File: config.mk
export PLATFORM = sky130hd
export DESIGN_NAME = adc_scan_millivolt_ascii_report_unit
export DESIGN_NICKNAME = d
export VERILOG_FILES = /design/src/design/adcmv_pkg.sv /design/src/design/adc_scan_millivolt_ascii_report_unit.sv
export SDC_FILE = /design/constraint.sdc
export NUM_CORES = 1
export LEC_CHECK = 0
export ABC_AREA = 1
export CORE_ASPECT_RATIO = 0.9
export CORE_MARGIN = 2
export CORE_UTILIZATION = 50
export CTS_CLUSTER_DIAMETER = 150
export CTS_CLUSTER_SIZE = 20
export DETAILED_ROUTE_END_ITERATION = 8
export DONT_BUFFER_PORTS = 1
export PLACE_DENSITY_LB_ADDON = 0.25
export SYNTH_ARGS = -nofsm -noshare
export SYNTH_HDL_FRONTEND = slang
export SYNTH_SLANG_ARGS = --single-unit
File: constraint.sdc
create_clock -name clock -period 4 [get_ports clock]
set_clock_uncertainty 0.15 [all_clocks]
set_input_delay 1.2 -clock clock [delete_from_list [all_inputs] [get_ports clock]]
set_output_delay 1.2 -clock clock [all_outputs]
set_load 0.005 [all_outputs]
File: src/design/adcmv_pkg.sv
// Package with constants, state type and character table of the millivolt report unit.
`default_nettype none

package adcmv_pkg;

   // Default sizes of the top level.
   localparam int NUM_CHANNELS_DEF = 4;
   localparam int SAMPLE_BITS_DEF  = 12;

   // Millivolt value and reference register.
   localparam int              MV_W      = 14;
   localparam logic [MV_W-1:0] REF_RESET = 14'd3300;
   localparam logic [MV_W-1:0] REF_MAX   = 14'd9999;

   // Report line.
   localparam int        REPORT_LEN = 10;
   localparam int        CHAN_W     = 3;
   localparam int        BCD_W      = 16;
   localparam logic [7:0] ASCII_ZERO  = 8'h30;
   localparam logic [7:0] ASCII_V     = 8'h56;
   localparam logic [7:0] ASCII_SPACE = 8'h20;
   localparam logic [7:0] ASCII_POINT = 8'h2E;
   localparam logic [7:0] ASCII_CR    = 8'h0D;
   localparam logic [7:0] ASCII_LF    = 8'h0A;

   // Sequencer states.
   typedef enum logic [2:0] {
      ST_IDLE,
      ST_MUL,
      ST_DIV,
      ST_BCD,
      ST_EMIT
   } adcmv_state_type;

   // Character at a given position of the report line, from four BCD digits.
   function automatic logic [7:0] report_char(input logic [3:0] pos,
                                              input logic [BCD_W-1:0] bcd);
      logic [7:0] ch;
      case (pos)
         4'd0:    ch = ASCII_V;
         4'd1:    ch = ASCII_SPACE;
         4'd2:    ch = ASCII_ZERO + {4'd0, bcd[15:12]};
         4'd3:    ch = ASCII_POINT;
         4'd4:    ch = ASCII_ZERO + {4'd0, bcd[11:8]};
         4'd5:    ch = ASCII_ZERO + {4'd0, bcd[7:4]};
         4'd6:    ch = ASCII_ZERO + {4'd0, bcd[3:0]};
         4'd7:    ch = ASCII_SPACE;
         4'd8:    ch = ASCII_CR;
         4'd9:    ch = ASCII_LF;
         default: ch = ASCII_SPACE;
      endcase
      return ch;
   endfunction

endpackage

`default_nettype wire

File: src/design/adc_scan_millivolt_ascii_report_unit.sv
// Top level of the scan reporter: scales a sample to millivolts and streams an ASCII line.
//
//   Channel   Direction  Payload
//   req_      in         tdata: sample_value
//   rsp_      out        tdata: tx_byte, tlast: last_byte, tuser: sample_channel
//   csr_      in         wdata: reference_millivolts (saturated to 9999)
//
// A sample passes through an accept in idle, SAMPLE_BITS shift-add multiply steps,
// 14 restoring divide steps, 14 double-dabble steps and the ten bytes of the line.
// A single shared step counter sequences every phase and the datapath handles one bit
// per cycle; a new sample is taken only in idle.
// Reset is synchronous, clears the sequencer and scan channel and sets the reference to 3300.
// A stalled output holds its byte; the sequencer waits in the byte phase.
`default_nettype none

module adc_scan_millivolt_ascii_report_unit
   import adcmv_pkg::*;
#(
   parameter int NUM_CHANNELS = NUM_CHANNELS_DEF,
   parameter int SAMPLE_BITS  = SAMPLE_BITS_DEF,
   localparam int REQ_W       = ((SAMPLE_BITS + 7) / 8) * 8
) (
   input  wire logic              clock,
   input  wire logic              reset,
   // Request channel.
   input  wire logic              req_tvalid,
   output logic                   req_tready,
   input  wire logic [REQ_W-1:0]  req_tdata,   // [SAMPLE_BITS-1:0] sample_value, rest zero
   // Response channel.
   output logic                   rsp_tvalid,
   input  wire logic              rsp_tready,
   output logic [7:0]             rsp_tdata,   // [7:0] tx_byte
   output logic                   rsp_tlast,
   output logic [CHAN_W-1:0]      rsp_tuser,   // [2:0] sample_channel
   // Configuration.
   input  wire logic              csr_wen,
   input  wire logic [MV_W-1:0]   csr_wdata
);

   localparam int PW       = SAMPLE_BITS + MV_W;
   localparam int CH_W     = (NUM_CHANNELS > 1) ? $clog2(NUM_CHANNELS) : 1;
   localparam int STEP_MAX = (SAMPLE_BITS > MV_W) ? SAMPLE_BITS : MV_W;
   localparam int CNT_W    = $clog2(STEP_MAX);
   localparam logic [SAMPLE_BITS-1:0] FULL_SCALE = '1;

   adcmv_state_type          state_ff, state_in;
   logic [MV_W-1:0]          ref_ff;
   logic [CH_W-1:0]          scan_ff, scan_in;
   logic [CHAN_W-1:0]        chan_ff, chan_in;
   logic [SAMPLE_BITS-1:0]   smp_ff, smp_in;
   logic [PW-1:0]            acc_ff, acc_in;
   logic [BCD_W-1:0]         bcd_ff, bcd_in;
   logic [CNT_W-1:0]         cnt_ff, cnt_in;

   logic                     req_take;
   logic                     rsp_take;
   logic                     last_step;
   logic [4:0]               scan_inc;
   logic [SAMPLE_BITS:0]     div_cat;
   logic [SAMPLE_BITS+1:0]   div_diff;
   logic                     div_qbit;
   logic [SAMPLE_BITS-1:0]   div_rem;
   logic [BCD_W-1:0]         bcd_adj;

   assign req_take = req_tvalid && req_tready;
   assign rsp_take = rsp_tvalid && rsp_tready;
   assign scan_inc = 5'(scan_ff) + 5'd1;

   // End of the current phase, compared against the phase length.
   always_comb begin
      case (state_ff)
         ST_MUL:  last_step = (cnt_ff == CNT_W'(SAMPLE_BITS - 1));
         ST_DIV:  last_step = (cnt_ff == CNT_W'(MV_W - 1));
         ST_BCD:  last_step = (cnt_ff == CNT_W'(MV_W - 1));
         ST_EMIT: last_step = (cnt_ff == CNT_W'(REPORT_LEN - 1));
         default: last_step = 1'b0;
      endcase
   end

   // One restoring divide step by the full-scale code; the remainder stays below it.
   always_comb begin
      div_cat  = {acc_ff[PW-1:MV_W], acc_ff[MV_W-1]};
      div_diff = {1'b0, div_cat} - {2'b00, FULL_SCALE};
      div_qbit = !div_diff[SAMPLE_BITS+1];
      div_rem  = div_qbit ? div_diff[SAMPLE_BITS-1:0] : div_cat[SAMPLE_BITS-1:0];
   end

   // Double-dabble correction on each BCD digit before the shift.
   always_comb begin
      for (int i = 0; i < BCD_W / 4; i++) begin
         bcd_adj[i*4 +: 4] = (bcd_ff[i*4 +: 4] >= 4'd5) ? bcd_ff[i*4 +: 4] + 4'd3
                                                        : bcd_ff[i*4 +: 4];
      end
   end

   // Next state.
   always_comb begin
      state_in = state_ff;
      case (state_ff)
         ST_IDLE: if (req_take)  state_in = ST_MUL;
         ST_MUL:  if (last_step) state_in = ST_DIV;
         ST_DIV:  if (last_step) state_in = ST_BCD;
         ST_BCD:  if (last_step) state_in = ST_EMIT;
         ST_EMIT: if (rsp_take && last_step) state_in = ST_IDLE;
         default: state_in = ST_IDLE;
      endcase
   end

   // Handshake outputs and datapath updates per state.
   always_comb begin
      req_tready = 1'b0;
      rsp_tvalid = 1'b0;
      scan_in    = scan_ff;
      chan_in    = chan_ff;
      smp_in     = smp_ff;
      acc_in     = acc_ff;
      bcd_in     = bcd_ff;
      cnt_in     = cnt_ff;
      case (state_ff)
         ST_IDLE: begin
            req_tready = 1'b1;
            if (req_take) begin
               smp_in  = req_tdata[SAMPLE_BITS-1:0];
               acc_in  = '0;
               cnt_in  = '0;
               chan_in = scan_inc[CHAN_W-1:0];
               scan_in = (scan_inc >= 5'(NUM_CHANNELS)) ? '0 : scan_inc[CH_W-1:0];
            end
         end
         ST_MUL: begin
            // Sample bits enter most significant first.
            acc_in = {acc_ff[PW-2:0], 1'b0} + (smp_ff[SAMPLE_BITS-1] ? PW'(ref_ff) : '0);
            smp_in = {smp_ff[SAMPLE_BITS-2:0], 1'b0};
            cnt_in = last_step ? '0 : cnt_ff + 1'b1;
         end
         ST_DIV: begin
            // Quotient bits shift in at the bottom as dividend bits leave the top.
            acc_in = {div_rem, acc_ff[MV_W-2:0], div_qbit};
            cnt_in = last_step ? '0 : cnt_ff + 1'b1;
            if (last_step) bcd_in = '0;
         end
         ST_BCD: begin
            bcd_in = {bcd_adj[BCD_W-2:0], acc_ff[MV_W-1]};
            acc_in = {acc_ff[PW-2:0], 1'b0};
            cnt_in = last_step ? '0 : cnt_ff + 1'b1;
         end
         ST_EMIT: begin
            rsp_tvalid = 1'b1;
            if (rsp_take) cnt_in = last_step ? '0 : cnt_ff + 1'b1;
         end
         default: begin
            cnt_in = '0;
         end
      endcase
   end

   // Response payload comes from the held digits and byte position.
   assign rsp_tdata = report_char(4'(cnt_ff), bcd_ff);
   assign rsp_tlast = (cnt_ff == CNT_W'(REPORT_LEN - 1));
   assign rsp_tuser = chan_ff;

   // Control registers.
   always_ff @(posedge clock) begin
      if (reset) begin
         state_ff <= ST_IDLE;
         scan_ff  <= '0;
         cnt_ff   <= '0;
      end else begin
         state_ff <= state_in;
         scan_ff  <= scan_in;
         cnt_ff   <= cnt_in;
      end
   end

   // Reference register; values above the largest reportable voltage saturate.
   always_ff @(posedge clock) begin
      if (reset) begin
         ref_ff <= REF_RESET;
      end else if (csr_wen) begin
         ref_ff <= (csr_wdata > REF_MAX) ? REF_MAX : csr_wdata;
      end
   end

   // Datapath registers.
   always_ff @(posedge clock) begin
      chan_ff <= chan_in;
      smp_ff  <= smp_in;
      acc_ff  <= acc_in;
      bcd_ff  <= bcd_in;
   end

endmodule

`default_nettype wire

==> metrics.cfg, run 1 <==
[sta]
period_share = 0.7834
final_hold_viol_count = 0
rsz0062_at_grt = false
setup_viol = 0
maxClockFrequency_mhz = 319.1
setup_ws_ns = 0.8665
finalSetupTns_ns = 0
tightest_slew_ns = 1.093
slew_viol_final = 0
period_minus_slack_ns = 3.134
relSlewSlack = 0.2709

[layout]
layout.cells.non_filler = 976
fin_nets = 882
layout_commonest_cell = nand2_1
num_antenna_cells = 0
final_area_um2 = 6040
final_cell_mix = 286 x nand2_1, 127 x inv_1, 72 x nor2_1
syn_to_final_growth_pct = 7.745
num-fill-cells = 1051
area.sequential_um2 = 2172
layout-drive-gt1-share = 0.03277
multi_input_area_um2 = 2882

[die]
die_y_um = 104.4
die_area_um2 = 12070
fp-row-count = 36
io_pins = 49
start_util = 0.5164
die_w_um = 115.6
coreArea_um2 = 10860

[power_and_ir_drop]
powerDensity_nw_per_um2 = 652.1
ir_drop_uv = 424.2
leakagePower_nw = 3.012
p_total_mw = 3.939

[yosys]
yosysSeqAreaShare = 0.3875
synth_top_area_frac = 0.3054
synth_area_leader_cell = edfxtp_1
yosys_warnings = 0
syn_inst = 818
synthesis.area_um2 = 5605
synthesis.nets = 881
syn-mean-instance-area_um2 = 6.853
ys_ff_latch = 80
ys_top_cells_by_area = edfxtp_1 31%, nand2_1 19%, inv_1 8.5%, dfxtp_1 8.2%, nand3_1 6.3%
yosysUniqueCellTypes = 38
synth-edff-count = 57
synthFlopType = edfxtp_1
synthArstFlopShare = 0

[cts]
cts_resized = 0
cts_buffers = 9
clockRootBuffer = clkbuf_16
clk_latency_ns = 0.35
clk_path_buf_depth = 2
ctsHoldBuffers = 0
post_cts_buffers = 0
path_clk_slew_ns = 0.06
htreeDepth = 3
cts_tree = yes
numClockSinks = 80

[worst_setup_path]
path_max_fanout = 5
cp.arrival_ns = 1.78
cp-start-kind = flip-flop
startpoint = cnt_ff[1]$_SDFFE_PP0P_
end_kind = output pin
criticalPathCategory = flip-flop to output pin
worstPathRequired_ns = 2.65
r2r_start = smp_ff[11]$_DFFE_PP_

[min_path]
min_from = scan_ff[1]$_SDFFE_PP0P_
hold_class = flip-flop to flip-flop

[routing]
dr.pass1.iters = 5
detail-route-antenna-nets = 0
top_layer = met4
vias = 5163
wl_met2_um = 6001
wl_per_cell_um = 13.48
drcViolationCount = 0
finalWirelength_um = 13160
viasPerCell = 5.290
wl_met3_um = 789
drt-met1-wl_um = 6117
drt_iter0_drc = 377

[global_routing]
first_global_vias = 4798
grt_antenna_before_repair = 0
grt_pass1_wl_um = 22330
grt_usage = 0.2303
grt.overflow.total = 0
grt_max_degree = 33

[job]
drv_cap = 0

[placed_design]
io_buffers = 0
pre_cts_ws_ns = 1.269
globalplace.congestion = 0.8854
dp_hpwl_um = 9601
dp_cells = 960
postPlaceCellArea_um2 = 5754

[status]
status = completed

per-layer routing:
metal | up-vias | track usage
met5 | - | 0
met4 | 0 | 0.09184
met3 | 23 | 0.05420
li1 | 2650 | -
met1 | 2334 | 0.3154
met2 | 156 | 0.3505
final timing paths:
kind / end / cells after the start / slack (ns)
worst min-delay path: scan_ff[1]$_SDFFE_PP0P_ / 2 / 0.32
worst max-delay path: rsp_tdata[5] / 7 / 0.87
worst min register to register: scan_ff[1]$_SDFFE_PP0P_ / 2 / 0.32
worst max register to register: acc_ff[21]$_DFFE_PP_ / 15 / 1.25
per-stage QoR:
stage / hold WS, ns / utilization
floorplan: 0.2903 / -
global placement: 0.2991 / 0.5301
detailed placement: 0.3077 / 0.5301
CTS: 0.3193 / 0.5564
global route: 0.3419 / 0.5564
finish: 0.3183 / 0.5564
cells by family (layout without fill, tap and decap cells):
group                      after synthesis  in the layout  synth area share
and+or+nand+nor                        461            461            0.3393
buffers and inverters                  143            149           0.09911
AOI/OAI and AO/OA                      100            100            0.1018
DFF                                     80             80            0.3875
adders and majority gates               28             28           0.06384
xor gates and xnor gates                 5              5          0.007814
other                                    1              1         0.0006690
cell usage after synthesis, drive strengths merged (5+ instances only):
master  count
nor3       10
inv       128
buf         5
clkbuf      8
edfxtp     57
nand3      71
dfxtp      23
a21oi      49
ha         27
nand2     288
o21ai      31
nand4       9
nor2       76
cell type report:
type                       count  share of cell area
multi-input combinational    595              0.4771
sequential                    80              0.3596
inverter                     130             0.08080
clock buffer                  12             0.04268
tap                          152             0.03149
clock inverter                 4            0.004558
timing repair buffer           3            0.003729
worst max-delay path: stages (launching register included):
cell	delay, ns
dfxtp_1	0.41
inv_1	0.11
ha_1	0.21
inv_1	0.06
nor2_1	0.06
inv_1	0.12
o211ai_1	0.15
o31ai_1	0.32
flip-flops by register name, indices dropped and copies added, names as in the netlist:
name       count
acc_ff        26
rsp_tuser      3
state_ff       3
smp_ff        12
bcd_ff        16
scan_ff        2
cnt_ff         4
ref_ff        14
where the power goes:
group	total [mW]	internal [mW]	switching, mW
clock network	0.800	0.460	0.341
registers	1.48	1.25	0.221
logic	1.66	0.510	1.15
No activity file was read; power rests on OpenSTA's default activity.
==> run 2, diff against run 1 <==
clock period = 2.55 ns   (was 4 ns; I/O delays follow)
==> metrics.cfg, run 2 (synthesized netlist as in run 1, its figures left out) <==
[power_and_ir_drop]
p_sw_frac = 0.4368  ; +0.001597
ir_drop_uv = 559.3  ; +32%
p_int_mw = 3.643  ; +64%
netSwitchingPower_mw = 2.825  ; +65%
combPwrFrac = 0.441  ; +0.019
seqPwrFrac = 0.356  ; -0.019
clock_power_share = 0.202  ; about the same
powerDensity_nw_per_um2 = 1029  ; +58%
p_total_mw = 6.467  ; +64%
leakagePower_nw = 3.091  ; +2.6%

[layout]
layout-drive-gt1-share = 0.09677  ; +0.06401
fin_nets = 895  ; +1.5%
reg_top3 = acc_ff: 26 flops, bcd_ff: 16 flops, ref_ff: 14 flops
regMostFlops = acc_ff
num_antenna_cells = 0  ; unchanged
largest_register_ffs = 26  ; unchanged
final_area_um2 = 6287  ; +4.1%
layout_commonest_cell = nand2_1
final_cell_mix = 279 x nand2_1, 121 x inv_1, 69 x nand3_1
utilization = 0.5792  ; +0.02282
syn_to_final_growth_pct = 12.17

[worst_setup_path]
criticalPathCategory = flip-flop to output pin
end_kind = output pin
worstPathRequired_ns = 1.64  ; -1.01 ns
regToRegEndpoint = acc_ff[19]$_DFFE_PP_
cp.arrival_ns = 1.62  ; -0.16 ns
reg2reg_slack_ns = 0.11  ; -1.14 ns
r2r_start = smp_ff[11]$_DFFE_PP_
path_max_fanout = 6  ; +1
cp-start-kind = flip-flop
r2r_cells = 14  ; -1

[placed_design]
dp_hpwl_um = 9670  ; +0.72%
pre_cts_ws_ns = 0.03904  ; -1.230 ns
postPlaceCellArea_um2 = 5822  ; +1.2%
globalplace.congestion = 0.8989  ; +1.5%
io_buffers = 0  ; unchanged

[global_routing]
grt_pass1_wl_um = 22840  ; +2.3%
grt_max_degree = 32  ; -3.0%
first_global_vias = 4919  ; +2.5%
grt.overflow.total = 0  ; unchanged
grt_usage = 0.2316  ; +0.001293
grt_antenna_before_repair = 0  ; unchanged

[sta]
relSlewSlack = 0.5950  ; +0.3242
setup_viol = 0  ; unchanged
rsz0062_at_grt = true
final_hold_viol_count = 0  ; unchanged
tightest_slew_ns = 0.6068  ; -0.4857 ns
period_share = 0.9940
finalSetupTns_ns = 0  ; unchanged
setup_ws_ns = 0.01534  ; -0.8511 ns
slew_viol_final = 0  ; unchanged
period_minus_slack_ns = 2.535
maxClockFrequency_mhz = 394.5

[routing]
viasPerCell = 5.316  ; +0.50%
drcViolationCount = 0  ; unchanged
dr.pass1.iters = 7  ; +2
finalWirelength_um = 13700  ; +4.1%
detail-route-antenna-nets = 0  ; unchanged
vias = 5258  ; +1.8%
drt_iter0_drc = 384  ; +1.9%
wl_per_cell_um = 13.85  ; +2.7%

[status]
status = completed

[die]
coreArea_um2 = 10860  ; unchanged
die_area_um2 = 12070  ; unchanged
start_util = 0.5164  ; unchanged
fp-row-count = 36  ; unchanged
die_y_um = 104.4  ; unchanged
die_w_um = 115.6  ; unchanged
io_pins = 49  ; unchanged

[cts]
clockRootBuffer = clkbuf_16
ctsHoldBuffers = 0  ; unchanged
clk_latency_ns = 0.34  ; about the same
clk_path_buf_depth = 2  ; unchanged
path_clk_slew_ns = 0.06  ; about the same
cts_buffers = 9  ; unchanged
cts_tree = yes
numClockSinks = 80  ; unchanged
htreeDepth = 3  ; unchanged

[min_path]
min_to = ref_ff[7]$_SDFFE_PP1P_
holdPathStages = 2  ; unchanged
hold_class = flip-flop to flip-flop
min_from = ref_ff[7]$_SDFFE_PP1P_

[job]
drv_cap = 0  ; unchanged

run 2: cell types whose count changed in the layout (fill, tap and decap cells not counted), sizes merged:
cell    before  now
clkbuf      12   13
buf          3   16
inv        129  130
clkinv       5    3
run 2: worst max-delay path by stage:
stage                                 startpoint                   end  cells past startpoint
after floorplan             smp_ff[11]$_DFFE_PP_  acc_ff[21]$_DFFE_PP_                     16
final                     cnt_ff[3]$_SDFFE_PP0P_          rsp_tdata[5]                      6
after detailed placement    smp_ff[11]$_DFFE_PP_  acc_ff[19]$_DFFE_PP_                     13
after global routing      cnt_ff[3]$_SDFFE_PP0P_          rsp_tdata[5]                      6
after CTS                 cnt_ff[1]$_SDFFE_PP0P_          rsp_tdata[5]                      7
after global placement      smp_ff[11]$_DFFE_PP_  acc_ff[19]$_DFFE_PP_                     13
run 2: layer usage:
layer | wire length (um) | part of all wire | track usage
met5 | 0 | 0 | 0
met4 | 238 | 0.017 | 0.06718
met3 | 834 | 0.061 | 0.04196
met2 | 6241 | 0.46 | 0.3672
met1 | 6382 | 0.47 | 0.3228
run 2: power groups by stage:
stage                     logic (mW)  clock network (mW)  registers [mW]
after floorplan                 2.05                   0            2.21
after global placement          2.60                   0            2.29
after detailed placement        2.68                   0            2.32
after CTS                       2.71                1.33            2.29
after global routing            3.28                1.37            2.35
final                           2.86                1.31            2.30
run 2: critical path, cell delays in order, from the launching register on:
cell and delay, ns:
dfxtp_2 0.40, inv_2 0.09, nand2_1 0.18, nor2_4 0.07
inv_2 0.08, o211ai_1 0.19, o31ai_4 0.26
run 2: through the flow:
stage | instances | hold slack [ns]
5_1_grt | 989 | 0.3179
4_1_cts | 987 | 0.3174
6_report | 989 | 0.3130
3_5_place_dp | 969 | 0.3024
3_3_place_gp | 969 | 0.2979
2_1_floorplan | 818 | 0.2903
run 2: area by class of cell:
cell class,instances,area [um^2]
tap,152,190.2
fill,1012,4568
multi-input combinational,595,3010
clock buffer,13,271.5
timing repair buffer,16,123.9
sequential,80,2180
inverter,130,488.0
clock inverter,3,23.77
run 2: what timing repair did:
| action | CTS | global route |
|---|---|---|
| hold endpoints to repair | 0 | 0 |
| setup endpoints to repair | 5 | 17 |
| buffers inserted | 2 | 2 |
| pin swaps | 4 | 6 |
| resized for setup | 8 | 40 |
==> run 3, diff against run 2 <==
CAP_MARGIN = 5   (was default)
REMOVE_ABC_BUFFERS = 1   (was default)
==> metrics.cfg, run 3 (synthesized netlist as in run 1, its figures left out) <==
[status]
status = completed

[sta]
period_minus_slack_ns = 2.511  ; -0.02398 ns
relSlewSlack = 0.5719  ; -0.02316
slew_viol_final = 0  ; unchanged
setup_viol = 0  ; unchanged
rsz0062_at_grt = true
period_share = 0.9846  ; -0.009405
maxClockFrequency_mhz = 398.3  ; +0.96%
hold_slack_ns = 0.3148  ; +0.001785 ns
setup_ws_ns = 0.03933  ; +0.02398 ns
tightest_slew_ns = 0.6415  ; +0.03470 ns
final_hold_viol_count = 0  ; unchanged

[min_path]
hold_class = flip-flop to flip-flop
min_to = ref_ff[5]$_SDFFE_PP1P_
holdPathStages = 2  ; unchanged
min_from = ref_ff[5]$_SDFFE_PP1P_

[layout]
layout.cells.non_filler = 989  ; unchanged
reg_top3 = acc_ff: 26 flops, bcd_ff: 16 flops, ref_ff: 14 flops
syn_to_final_growth_pct = 13.42
regMostFlops = acc_ff
fin_nets = 895  ; unchanged
layout_commonest_cell = nand2_1
num_antenna_cells = 0  ; unchanged
layout-drive-gt1-share = 0.1123  ; +0.01553
final_cell_mix = 275 x nand2_1, 120 x inv_1, 68 x nand3_1
largest_register_ffs = 26  ; unchanged
num-fill-cells = 988  ; -2.4%

[routing]
finalWirelength_um = 13410  ; -2.1%
detail-route-antenna-nets = 0  ; unchanged
dr.pass1.iters = 5  ; -2
vias = 5324  ; +1.3%
wl_per_cell_um = 13.56  ; -2.1%
viasPerCell = 5.383  ; +1.3%
drt_iter0_drc = 281  ; -27%
drcViolationCount = 0  ; unchanged

[job]
drv_cap = 0  ; unchanged

[worst_setup_path]
crit_slowest_cell = edfxtp_1
criticalPathCategory = flip-flop to flip-flop
path_buf_inv = 3  ; +1
cp_cell_sequence = buf_6 -> nand2_1 -> inv_1 -> ha_4 -> nand2_1 -> inv_1 -> nand2_2 -> nor3_2 -> nand2_1 -> nand2_2 -> nand2_1 -> nand3_1 -> nand3_1
crit_family = simple AND/OR/NAND/NOR gates
cp.arrival_ns = 2.45  ; +0.83 ns
cp-start-kind = flip-flop
slowest_delay_ns = 0.45  ; +0.05 ns
worstPathRequired_ns = 2.49  ; +0.85 ns
path_max_fanout = 11  ; +5
r2r_cells = 13  ; -1
regToRegEndpoint = acc_ff[15]$_DFFE_PP_
r2r_start = smp_ff[11]$_DFFE_PP_
path_common_cell = nand2_1
reg2reg_slack_ns = 0.04  ; -0.07 ns
end_kind = flip-flop
startpoint = smp_ff[11]$_DFFE_PP_

[global_routing]
grt_max_degree = 32  ; unchanged
grt.overflow.total = 0  ; unchanged
grt_antenna_before_repair = 0  ; unchanged
grt_pass1_wl_um = 21960  ; -3.8%
grt_usage = 0.2249  ; -0.006667
first_global_vias = 4839  ; -1.6%

[cts]
ctsHoldBuffers = 0  ; unchanged
cts_tree = yes
path_clk_slew_ns = 0.06  ; about the same
clk_latency_ns = 0.34  ; about the same
numClockSinks = 80  ; unchanged
clockRootBuffer = clkbuf_16
htreeDepth = 3  ; unchanged
cts_buffers = 9  ; unchanged
clk_path_buf_depth = 2  ; unchanged

[die]
die_w_um = 115.6  ; unchanged
io_pins = 49  ; unchanged
fp-row-count = 36  ; unchanged
coreArea_um2 = 10860  ; unchanged
die_y_um = 104.4  ; unchanged
die_area_um2 = 12070  ; unchanged
start_util = 0.5164  ; unchanged

[power_and_ir_drop]
ir_drop_uv = 654.3  ; +17%
p_total_mw = 6.459  ; -0.13%
leakagePower_nw = 3.086  ; -0.18%
powerDensity_nw_per_um2 = 1016  ; -1.2%

[placed_design]
pre_cts_ws_ns = -0.01732  ; -0.05636 ns
dp_cells = 969  ; unchanged
dp_hpwl_um = 9568  ; -1.1%
globalplace.congestion = 0.8490  ; -5.6%
io_buffers = 0  ; unchanged

run 3: worst max-delay path by stage:
stage / endpoint / slack, ns / cells after the start
6_report: acc_ff[15]$_DFFE_PP_ / 0.04 / 13
5_1_grt: acc_ff[15]$_DFFE_PP_ / -0.06 / 13
4_1_cts: rsp_tdata[3] / 0.008 / 6
3_5_place_dp: acc_ff[18]$_DFFE_PP_ / -0.02 / 13
3_3_place_gp: acc_ff[19]$_DFFE_PP_ / 0.02 / 13
2_1_floorplan: bcd_ff[0]$_SDFFCE_PN0P_ / -0.34 / 4
run 3: final cells by class:
class                           count  area [um^2]  share of cell area
Clock buffer                       10        229.0             0.03602
Sequential cell                    80         2182              0.3432
Inverter                          130        488.0             0.07676
Tap cell                          152        190.2             0.02992
Timing Repair Buffer               16        123.9             0.01948
Clock inverter                      6        35.03            0.005511
Multi-Input combinational cell    595         3109              0.4891
run 3: report_power, final:
part           switching (mW)  internal [mW]  total (mW)  leakage (nW)
sequential              0.352           1.97        2.32         0.753
combinational            1.96          0.994        2.95          2.20
clock                   0.530          0.655        1.19         0.132
run 3: metrics by stage:
step                area [um^2]    util  TNS [ns]
detailed placement         5822  0.5363  -0.02259
CTS                        6127  0.5644         0
global placement           5822  0.5363         0
finish                     6357  0.5856         0
global route               6357  0.5856   -0.1846
floorplan                  5538       -    -9.050
run 3: timing repair:
action / 4_1_cts / 5_1_grt
setup buffers: 0 / 4
pin swaps: 4 / 12
setup endpoints to repair: 9 / 19
resized for setup: 16 / 49
gates cloned: 0 / 0
run 3: worst min-delay path: stages (launching register included):
cell     delay [ns]
dfxtp_1        0.32
a21oi_1        0.07
nand2_1        0.05
run 3: metal layers:
layer	up-vias	track usage	wire length, um
met1	2408	0.3051	6029
met4	0	0.07398	228
met2	220	0.3605	6143
met5	-	0	0
li1	2671	-	-
met3	25	0.04312	1007
